File: src/hw/rtl/srf_ram.sv
// ----------------------------------------------------------------------------
// srf_ram
// Generic single write port, single read port RAM with registered read.
// ----------------------------------------------------------------------------
`default_nettype none

module srf_ram #(
  parameter int WIDTH = 8,
  parameter int DEPTH = 64
) (
  input  wire logic                                        clk,
  input  wire logic                                        we,
  input  wire logic [((DEPTH > 1) ? $clog2(DEPTH) : 1)-1:0] waddr,
  input  wire logic [WIDTH-1:0]                            wdata,
  input  wire logic [((DEPTH > 1) ? $clog2(DEPTH) : 1)-1:0] raddr,
  output logic      [WIDTH-1:0]                            rdata
);

  logic [WIDTH-1:0] mem [DEPTH];

  // write port
  always_ff @(posedge clk) begin
    if (we) begin
      mem[waddr] <= wdata;
    end
  end

  // registered read port
  always_ff @(posedge clk) begin
    rdata <= mem[raddr];
  end

endmodule

`default_nettype wire

File: config.mk
export PLATFORM = sky130hd
export DESIGN_NAME = srf_ram
export DESIGN_NICKNAME = d
export VERILOG_FILES = /design/src/hw/rtl/srf_ram.sv
export SDC_FILE = /design/constraint.sdc
export NUM_CORES = 1
export LEC_CHECK = 0
export BUFFER_PORTS_ARGS = -buffer_cell sky130_fd_sc_hd__buf_2
export CAP_MARGIN = 0
export CORE_ASPECT_RATIO = 1.4
export CORE_MARGIN = 2
export CORE_UTILIZATION = 60
export DETAILED_ROUTE_END_ITERATION = 8
export PLACE_DENSITY_LB_ADDON = 0.1
export SLEW_MARGIN = 20
export SYNTH_ARGS = -nofsm -noshare
export SYNTH_HDL_FRONTEND = slang
export SYNTH_SLANG_ARGS = --single-unit
File: constraint.sdc
create_clock -name clk -period 4.2 [get_ports clk]
set_input_delay 0.63 -clock clk [delete_from_list [all_inputs] [get_ports clk]]
set_output_delay 0.63 -clock clk [all_outputs]
set_load 0.1 [all_outputs]
==> impl_results.md, run 1 <==
* Crit Reg-Reg Startpoint: mem[29][6]$_DFFE_PP_
* Antenna-violating nets left at 0
* Fin crit share at 0.626
* Worst setup path class: input pin to register
* CTS buffer count at 46
* Vias/cell at between 6 and 7
* Gr usage total at 0.257
* First-pass GRT wire length at approximately 65 mm
* Total power at 10.5 mW
* VDD IR-drop max at roughly 0.00037 V
* Minimum clock period at around 2.6 ns
* Net count after synthesis at slightly below 1000
* Syn_area_per_cell at between 20 and 25 µm²
* Pwr Density at about 470 mW/mm²
* Cell row count at 79
* Startpoint types: input pin
* Ys async rst share at 0
* Flop2flop setup slack at between 2 and 2.5 ns
* Top_reg_cell synth: edfxtp_1
* Resize count post-CTS at 0
* Io pins at 30
* Status: finished clean
* Die width at between 150 and 200 µm
* Port Buf Inserts at 29
* Endpoint class of the critical path: register
* HP Start: raddr[5]
* Synth Register Bits at between 500 and 600
* R2R cell count at 5
* Clock skew at 0.0177 ns
* Clock slew at reported path FFs at approximately 0.060 ns
* Worst Tran Pin Value at between 0.9 and 1 ns
* Setup TNS at 0 ns
* Core ar. at about 0.033 mm²
* Final WL at approximately 43 mm
* Critical Path RT at approximately 4.6 ns
* Static Leak at 6.88 nW
* Max_slew headroom at 0.384
* Die Area at around 0.035 mm²
* # setup viols final at 0
* Root Driver: clkbuf_16
* Antenna violations before repair at 0
* GR Overflow Total at 0
* Max Root-Sink Buffers at 3
* Layout cells sized above 1 at 0.246
* Util after Layout at 0.669
* Placed insts at between 1000 and 1500
* Initial drt markers at ~1100
* Unique cell type count in the Yosys netlist at 40
* WP data arrival at roughly 3.1 ns
* Unrepaired setup endpoints after global routing: no
* Detailed Place HPWL at approximately 27 mm
* Placer Congestion at between 0.8 and 0.9
* Post-synthesis instance total at between 900 and 1000
* Hold Path Class: input pin to register
* Pre-antenna DRT Iters at 5
* H-tree levels at 2
* DRC at 0
* Post-CTS Hold Buffers at 0
* Clock sinks at 520
* Fin. Hold Viols at 0
* Starting Density at 0.607
* Sink of the worst hold path: rdata[1]$_DFF_P_
* Max_cap viols at 0
* Clk_lat worst skew at roughly 0.55 ns
* Hold depth at 3
* Crit Path Max Fanout at 61
* Vias at between 9000 and 10000
* FF-to-FF End: rdata[6]$_DFF_P_
* Hold slack at 0.531 ns
* Pins Over Slew Limit at 0
* Post-synthesis sequential area ratio at 0.770
* Post-Syn Area at 0.0202 mm²
* Die height at between 200 and 250 µm
* Fmax at 0.380 GHz
* WL/cell at 29.8 µm
* Postcts setup bufs at 0
* Area Overhead vs Synth at 10.1%
* Number of synthesized flops with an enable pin at approximately 500
* Final Net Count at approximately 1000
* Fin cells at approximately 1500
* CTS tree: built
* Diode count at 0
* Yosys warnings at 0
* Largest net degree at the start of global routing at 65
* Number of global-route vias before repair at 9981
[through the flow]
step / instance area (µm²) / setup WS, ns
5_1_grt: 22200 / 1.44
3_3_place_gp: 20700 / 0.882
4_1_cts: 22200 / 1.48
3_5_place_dp: 20700 / 0.889
6_report: 22200 / 1.57
2_1_floorplan: 20200 / 1.90
[report_power, final]
group | switching (mW) | leakage [nW] | internal [mW]
clock | 1.72 | 0.716 | 2.38
sequential | 0.0148 | 4.67 | 5.74
combinational | 0.402 | 1.49 | 0.196
total | 2.14 | 6.88 | 8.31
[placed cells by master, fill, tap and decap left out, drive strengths merged, types with 8 or more instances in the layout]
master / count
o221ai: 8
nand2: 19
mux2: 13
mux2i: 23
nor2b: 14
clkinv: 11
dfxtp: 8
clkbuf: 66
mux4: 126
edfxtp: 512
buf: 43
o22ai: 8
nor2: 83
nand3: 13
[worst max-delay path, stage by stage]
cell and delay, ns:
clkbuf_8 0.59, mux4_2 0.62, mux2_2 0.32, o221a_2 0.29
nor3_1 0.42, o32ai_1 0.15
[layout make-up]
type | count | area [µm²]
clock inverter | 16 | 151
fill | 2181 | 11000
timing repair buffer | 44 | 317
clock buffer | 65 | 1330
multi-input combinational | 369 | 4330
sequential | 520 | 15500
tap | 445 | 557
[routing by layer]
metal | global-route usage | wire, µm | vias up
li1 | - | - | 3996
met1 | 0.340 | 15700 | 4931
met5 | 0 | 0 | -
met2 | 0.434 | 22500 | 465
met3 | 0.0425 | 3260 | 100
met4 | 0.108 | 1910 | 0
[cells by family after synthesis]
group | Yosys count | share of synthesized area
buffers and inverters | 51 | 0.0157
flip-flops | 520 | 0.770
multiplexers | 162 | 0.159
AO/OA/AOI/OAI | 54 | 0.0207
AND/OR/NAND/NOR | 153 | 0.0339
[registers in the layout (all words and copies together), names as in the netlist]
| register | flops |
|---|---|
| mem | 512 |
| rdata | 8 |
[synth_stat cells, drive strengths merged (7+ instances only)]
cell type  count  area, µm²
o221ai         8       70.1
nand3         13       65.1
clkbuf        17       63.8
mux4         126       2840
nor3           7       35.0
buf           34        253
edfxtp       512      15400
nor2b         14       87.6
mux2i         23        230
dfxtp          8        160
mux2          13        146
nor2          83        312
o22ai          8       50.1
nand2         19       71.3
nand2b         7       43.8
[worst max path at each step]
stage	cells after the start	slack, ns	to	from
6_report	6	1.57	rdata[6]$_DFF_P_	raddr[0]
5_1_grt	7	1.44	rdata[2]$_DFF_P_	raddr[0]
4_1_cts	6	1.48	rdata[6]$_DFF_P_	raddr[0]
3_5_place_dp	6	0.89	rdata[6]$_DFF_P_	raddr[0]
3_3_place_gp	6	0.88	rdata[6]$_DFF_P_	raddr[0]
2_1_floorplan	7	1.90	rdata[3]$_DFF_P_	raddr[1]
(Power assumes the default switching activity.)
==> run 2: changes to the inputs <==
==> constraint.sdc (replaced) <==
create_clock -name clk -period 2.7 [get_ports clk]
set_input_delay 0.405 -clock clk [delete_from_list [all_inputs] [get_ports clk]]
set_output_delay 0.405 -clock clk [all_outputs]
set_load 0.1 [all_outputs]
==> run 2 against run 1 <==
Critical path depth did not move. Non-clock buffer count up 97. Total power up 60%. Final cell count rose by 7.1%. Clock power is 65% higher. Sequential cell count did not move. Hold slack got worse by 0.25 ns. Critical endpoint is now rdata[3]$_DFF_P_.
==> impl_results.md, run 2 (synthesized netlist as in run 1, its figures left out) <==
* Root Driver: clkbuf_16
* Fin crit share at 0.770
* VDD IR-drop max at 0.000646 V (+74%)
* Pins Over Slew Limit at 0 (unchanged)
* Minimum clock period at around 2.1 ns
* Vias at 9888 (+4.2%)
* Status: finished clean
* # setup viols final at 0 (unchanged)
* Clock skew at 0.0259 ns (+0.00823 ns)
* Final WL at 45.1 mm (+3.9%)
* Hold slack at 0.278 ns (-0.253 ns)
* Fin. Hold Viols at 0 (unchanged)
* Largest regs: mem: 512 flops, rdata: 8 flops
* Clock slew at reported path FFs at 0.06 ns (about the same)
* Placed inst area at 0.0215 mm² (+3.8%)
* Postcts setup bufs at 0 (unchanged)
* Crit Path Max Fanout at 63 (+3.3%)
* Critical Path RT at 3.14 ns (-1.49 ns)
* DRC at 0 (unchanged)
* Buf/Inv on CP at 2 (+1)
* Crit-path cells: buf_4 > buf_12 > mux4_2 > mux4_2 > o21ai_1 > o41ai_1
* Worst setup path class: input pin to register
* Die height at 221 µm (unchanged)
* Clk_lat worst skew at 0.57 ns (+0.02 ns)
* Antenna violations before repair at 0 (unchanged)
* Unrepaired setup endpoints after global routing: no
* Detailed Place HPWL at 28.8 mm (+8.1%)
* Final Net Count at 1102 (+9.9%)
* Worst Tran Pin Value at 0.792 ns (-0.128 ns)
* Final worst setup slack at 0.622 ns (-0.949 ns)
* WL/cell at 28.9 µm (-3.1%)
* Diode count at 0 (unchanged)
* WP data arrival at 2.51 ns (-0.55 ns)
* H-tree levels at 2 (unchanged)
* Finished Cell Area at 0.0231 mm² (+3.9%)
* Gr usage total at 0.264 (+0.00672)
* Fmax at just under 0.5 GHz
* Largest register FFs at 512 (unchanged)
* Endpoint class of the critical path: register
* Antenna-violating nets left at 0 (unchanged)
* Static Leak at 7.45 nW (+8.3%)
* Pre-CTS setup slack at 0.0844 ns (-0.804 ns)
* Starting Density at 0.607 (unchanged)
* Cell family with most CP delay: multiplexers
* Hold Path Class: input pin to register
* Slowest cell on crit path: mux4_2
* GR Overflow Total at 0 (unchanged)
* Max_slew headroom at 0.472 (+0.0877)
* CP most frequent cell: mux4_2
* Max_cap viols at 0 (unchanged)
* Post-CTS Hold Buffers at 0 (unchanged)
* Cell row count at 79 (unchanged)
* CTS buffer count at 48 (+4.3%)
* Setup TNS at 0 ns (unchanged)
* Largest net degree at the start of global routing at 65 (unchanged)
* Startpoint types: input pin
* CTS tree: built
* Port Buf Inserts at 29 (unchanged)
* Flop2flop setup slack at 0.72 ns (-1.31 ns)
* Clock sinks at 520 (unchanged)
* Pre-antenna DRT Iters at 5 (unchanged)
* Core ar. at 0.0332 mm² (unchanged)
* Initial drt markers at 1122 (+1.5%)
* Most common cell after layout, fill and taps aside: edfxtp_1
* Io pins at 30 (unchanged)
* Die width at 159 µm (unchanged)
* First-pass GRT wire length at 67.2 mm (+2.7%)
* Max incr delay on CP at 0.50 ns (-0.12 ns)
* Layout cells sized above 1 at 0.316 (+0.0702)
* Area Overhead vs Synth at 14.4%
* Util after Layout at 0.695 (+0.0262)
* Vias/cell at 6.33 (-2.8%)
* Highest-count cells in the layout ignoring fill and taps: 512 x edfxtp_1, 126 x mux4_2, 106 x buf_4, 83 x nor2_1, 49 x clkbuf_16
* Max Root-Sink Buffers at 3 (unchanged)
* Largest register by flop count: mem
* Number of global-route vias before repair at 10340 (+3.6%)
* Resize count post-CTS at 0 (unchanged)
* Pwr Density at 723 mW/mm² (+54%)
* Die Area at 0.0351 mm² (unchanged)
* Placer Congestion at 0.830 (+2.5%)
-- run 2: path summary, 6_finish.rpt --
check                       start               end  cells past startpoint
max                      raddr[1]  rdata[3]$_DFF_P_                      6
min reg2reg  mem[22][2]$_DFFE_PP_  rdata[2]$_DFF_P_                      4
min                      raddr[5]  rdata[2]$_DFF_P_                      3
max reg2reg  mem[55][3]$_DFFE_PP_  rdata[3]$_DFF_P_                      4
-- run 2: final cells by class --
cell class / count / area [µm²]
Tap cell: 445 / 557
Clock inverter: 31 / 318
Multi-Input combinational cell: 369 / 4320
Sequential cell: 520 / 15500
Clock buffer: 57 / 1260
Fill cell: 2102 / 10100
Timing Repair Buffer: 141 / 1100
-- run 2: metrics by stage --
stage               cells  power, mW
finish               1563       16.7
global route         1563       17.1
CTS                  1563       16.8
detailed placement   1475       10.1
global placement     1475       10.1
floorplan             940       9.71
-- run 2: power by group --
group	switching [mW]	internal (mW)
registers	0.0218	8.93
clock network	2.85	3.90
logic	0.638	0.344
total	3.51	13.2
-- run 2: worst reg2reg max path: stages (launching register included) --
cell and delay (ns):
edfxtp_1 0.37, mux4_2 0.52, mux4_2 0.50, o21ai_1 0.30
o41ai_1 0.15
-- run 2: metal layers --
metal,GRT usage,vias to the layer above,share of wire
met5,0,-,0
met4,0.0818,0,0.029
met3,0.0455,79,0.073
met2,0.466,425,0.54
met1,0.340,5175,0.36
li1,-,4209,-
==> run 3: changes to the inputs <==
--- a/config.mk
+++ b/config.mk
@@ -9,7 +9,7 @@
 export CAP_MARGIN = 0
 export CORE_ASPECT_RATIO = 1.4
 export CORE_MARGIN = 2
-export CORE_UTILIZATION = 60
+export CORE_UTILIZATION = 56
 export DETAILED_ROUTE_END_ITERATION = 8
 export PLACE_DENSITY_LB_ADDON = 0.1
 export SLEW_MARGIN = 20
==> constraint.sdc (replaced) <==
create_clock -name clk -period 1.8 [get_ports clk]
set_input_delay 0.27 -clock clk [delete_from_list [all_inputs] [get_ports clk]]
set_output_delay 0.27 -clock clk [all_outputs]
set_load 0.1 [all_outputs]
==> run 3 against run 2 <==
The flow now finishes with violations (negative setup slack). First-iteration DRC count down 2.1%. Via count increased by 0.72%. Register-to-register slack lost 0.80 ns. Critical path type is now register to register.
==> impl_results.md, run 3 (synthesized netlist as in run 1, its figures left out) <==
* Crit Path Max Fanout at 1 (-98%)
* HP Start: raddr[5]
* FF-to-FF End: rdata[4]$_DFF_P_
* Number of global-route vias before repair at 10345 (+0.048%)
* Fin. Hold Viols at 0 (unchanged)
* Largest regs: mem: 512 flops, rdata: 8 flops
* Crit Reg-Reg Startpoint: mem[20][4]$_DFFE_PP_
* Placer Congestion at 0.859 (+3.5%)
* Placed inst area at 0.0219 mm² (+2.0%)
* Total power at 24.7 mW (+48%)
* Clock slew at reported path FFs at 0.07 ns (about the same)
* Startpoint types: register
* # setup viols final at 3 (+3)
* Pwr Density at 1050 mW/mm² (+45%)
* Worst setup path class: register to register
* Endpoint class of the critical path: register
* GR Overflow Total at 0 (unchanged)
* Pre-antenna DRT Iters at 5 (unchanged)
* Placed insts at 1543 (+4.6%)
* Final worst setup slack at -0.0758 ns (-0.698 ns)
* Largest net degree at the start of global routing at 65 (unchanged)
* CTS tree: built
* CTS buffer count at 47 (-2.1%)
* Diode count at 0 (unchanged)
* WL/cell at 27.6 µm (-4.2%)
* Failing checks: negative setup slack
* First-pass GRT wire length at 67.2 mm (about the same)
* DRC at 0 (unchanged)
* VDD IR-drop max at 0.000877 V (+36%)
* Io pins at 30 (unchanged)
* Max_slew headroom at 0.517 (+0.0455)
* Pins Over Slew Limit at 0 (unchanged)
* Final WL at 45.0 mm (-0.23%)
* Post-CTS Hold Buffers at 0 (unchanged)
* Fin cells at 1628 (+4.2%)
* Gr usage total at 0.251 (-0.0129)
* Highest-count cells in the layout ignoring fill and taps: 512 x edfxtp_1, 155 x buf_4, 126 x mux4_2, 80 x nor2_1, 49 x clkbuf_16
* Max Root-Sink Buffers at 3 (unchanged)
* Max_cap viols at 0 (unchanged)
* Hold depth at 3 (unchanged)
* Status: finished with violations
* Starting Density at 0.565 (-0.0424)
* Clk_lat worst skew at 0.56 ns (about the same)
* Static Leak at 7.73 nW (+3.8%)
* Most common cell after layout, fill and taps aside: edfxtp_1
* Fin crit share at 1.04
* R2R cell count at 6 (+2)
* Flop2flop setup slack at -0.08 ns (-0.80 ns)
* Area Overhead vs Synth at 16.9%
* Clock skew at 0.0150 ns (-0.0109 ns)
* Port Buf Inserts at 29 (unchanged)
* Layout cells sized above 1 at 0.353 (+0.0376)
* Clock sinks at 520 (unchanged)
* Finished Cell Area at 0.0236 mm² (+2.2%)
* Critical Path RT at 2.23 ns (-0.91 ns)
* Setup TNS at -0.176 ns (-0.176 ns)
* Unrepaired setup endpoints after global routing: yes
* Core ar. at 0.0357 mm² (+7.5%)
* Die Area at 0.0376 mm² (+7.0%)
* Postcts setup bufs at 0 (unchanged)
* Antenna-violating nets left at 0 (unchanged)
* Sink of the worst hold path: rdata[2]$_DFF_P_
* Vias at 9959 (+0.72%)
* Final Net Count at 1152 (+4.5%)
* H-tree levels at 2 (unchanged)
* Cell row count at 82 (+3.8%)
* Minimum clock period at between 1.5 and 2 ns
* Largest register by flop count: mem
* WP data arrival at 2.31 ns (-0.20 ns)
* Die width at 164 µm (+3.4%)
* Initial drt markers at 1098 (-2.1%)
* Worst Tran Pin Value at 0.724 ns (-0.0683 ns)
* Vias/cell at 6.12 (-3.3%)
* Antenna violations before repair at 2 (+2)
* Fmax at around 0.53 GHz
* Root Driver: clkbuf_16
* Detailed Place HPWL at 28.8 mm (+0.12%)
* Hold Path Class: input pin to register
* Die height at 229 µm (+3.4%)
* Largest register FFs at 512 (unchanged)
==> run 3: changes by cell type in the layout (fill, tap and decap cells not counted), moves of 4 or more <==
cell	previous run	this run
buf_4	106	155
clkbuf_1	8	15
clkinv_1	9	5
clkinvlp_4	5	1
mux2_2	13	8
mux2_4	0	5
==> run 3: layer usage <==
| layer | vias to the layer above | wire length [µm] | global-route usage |
|---|---|---|---|
| met2 | 325 | 23400 | 0.419 |
| met3 | 77 | 2700 | 0.0425 |
| li1 | 4302 | - | - |
| met5 | - | 13 | 0 |
| met1 | 5253 | 17400 | 0.336 |
| met4 | 2 | 1490 | 0.0902 |
==> run 3: area by class of cell <==
class                           instances  area [µm²]
Sequential cell                       520       15500
Fill cell                            2387       12100
Multi-Input combinational cell        369        4460
Timing Repair Buffer                  192        1530
Clock buffer                           66        1310
Tap cell                              462         578
Clock inverter                         19         170
==> run 3: worst max-delay path, cell delays in order (launching register included) <==
cell      delay, ns
edfxtp_1       0.37
mux4_2         0.49
mux2_4         0.31
o221a_4        0.27
nor3_4         0.11
buf_6          0.13
o32ai_1        0.08
==> run 3: per-stage QoR <==
step,hold slack [ns],utilization,setup slack [ns]
after floorplan,0.369,-,-0.0185
after global placement,0.689,0.614,-0.583
after detailed placement,0.720,0.614,-0.564
after CTS,0.123,0.658,-0.0946
after global routing,0.145,0.660,-0.129
final,0.154,0.660,-0.0758
==> run 3: report_power, final <==
group          switching, mW  total [mW]  leakage [nW]  internal [mW]
clock network           4.12        9.63         0.726           5.50
registers             0.0465        13.4          4.67           13.4
logic                  0.991        1.61          2.33          0.617
total                   5.16        24.7          7.73           19.5
==> run 3: worst max path at each step <==
stage | start | to
after floorplan | raddr[0] | rdata[7]$_DFF_P_
after global placement | raddr[0] | rdata[7]$_DFF_P_
after detailed placement | raddr[0] | rdata[7]$_DFF_P_
after CTS | mem[20][4]$_DFFE_PP_ | rdata[4]$_DFF_P_
after global routing | mem[20][4]$_DFFE_PP_ | rdata[4]$_DFF_P_
final | mem[20][4]$_DFFE_PP_ | rdata[4]$_DFF_P_
==> run 3: timing repair <==
item / CTS / global route
endpoints found under the setup margin: 7 / 6
pin swaps: 4 / 2
gates resized for setup: 18 / 13
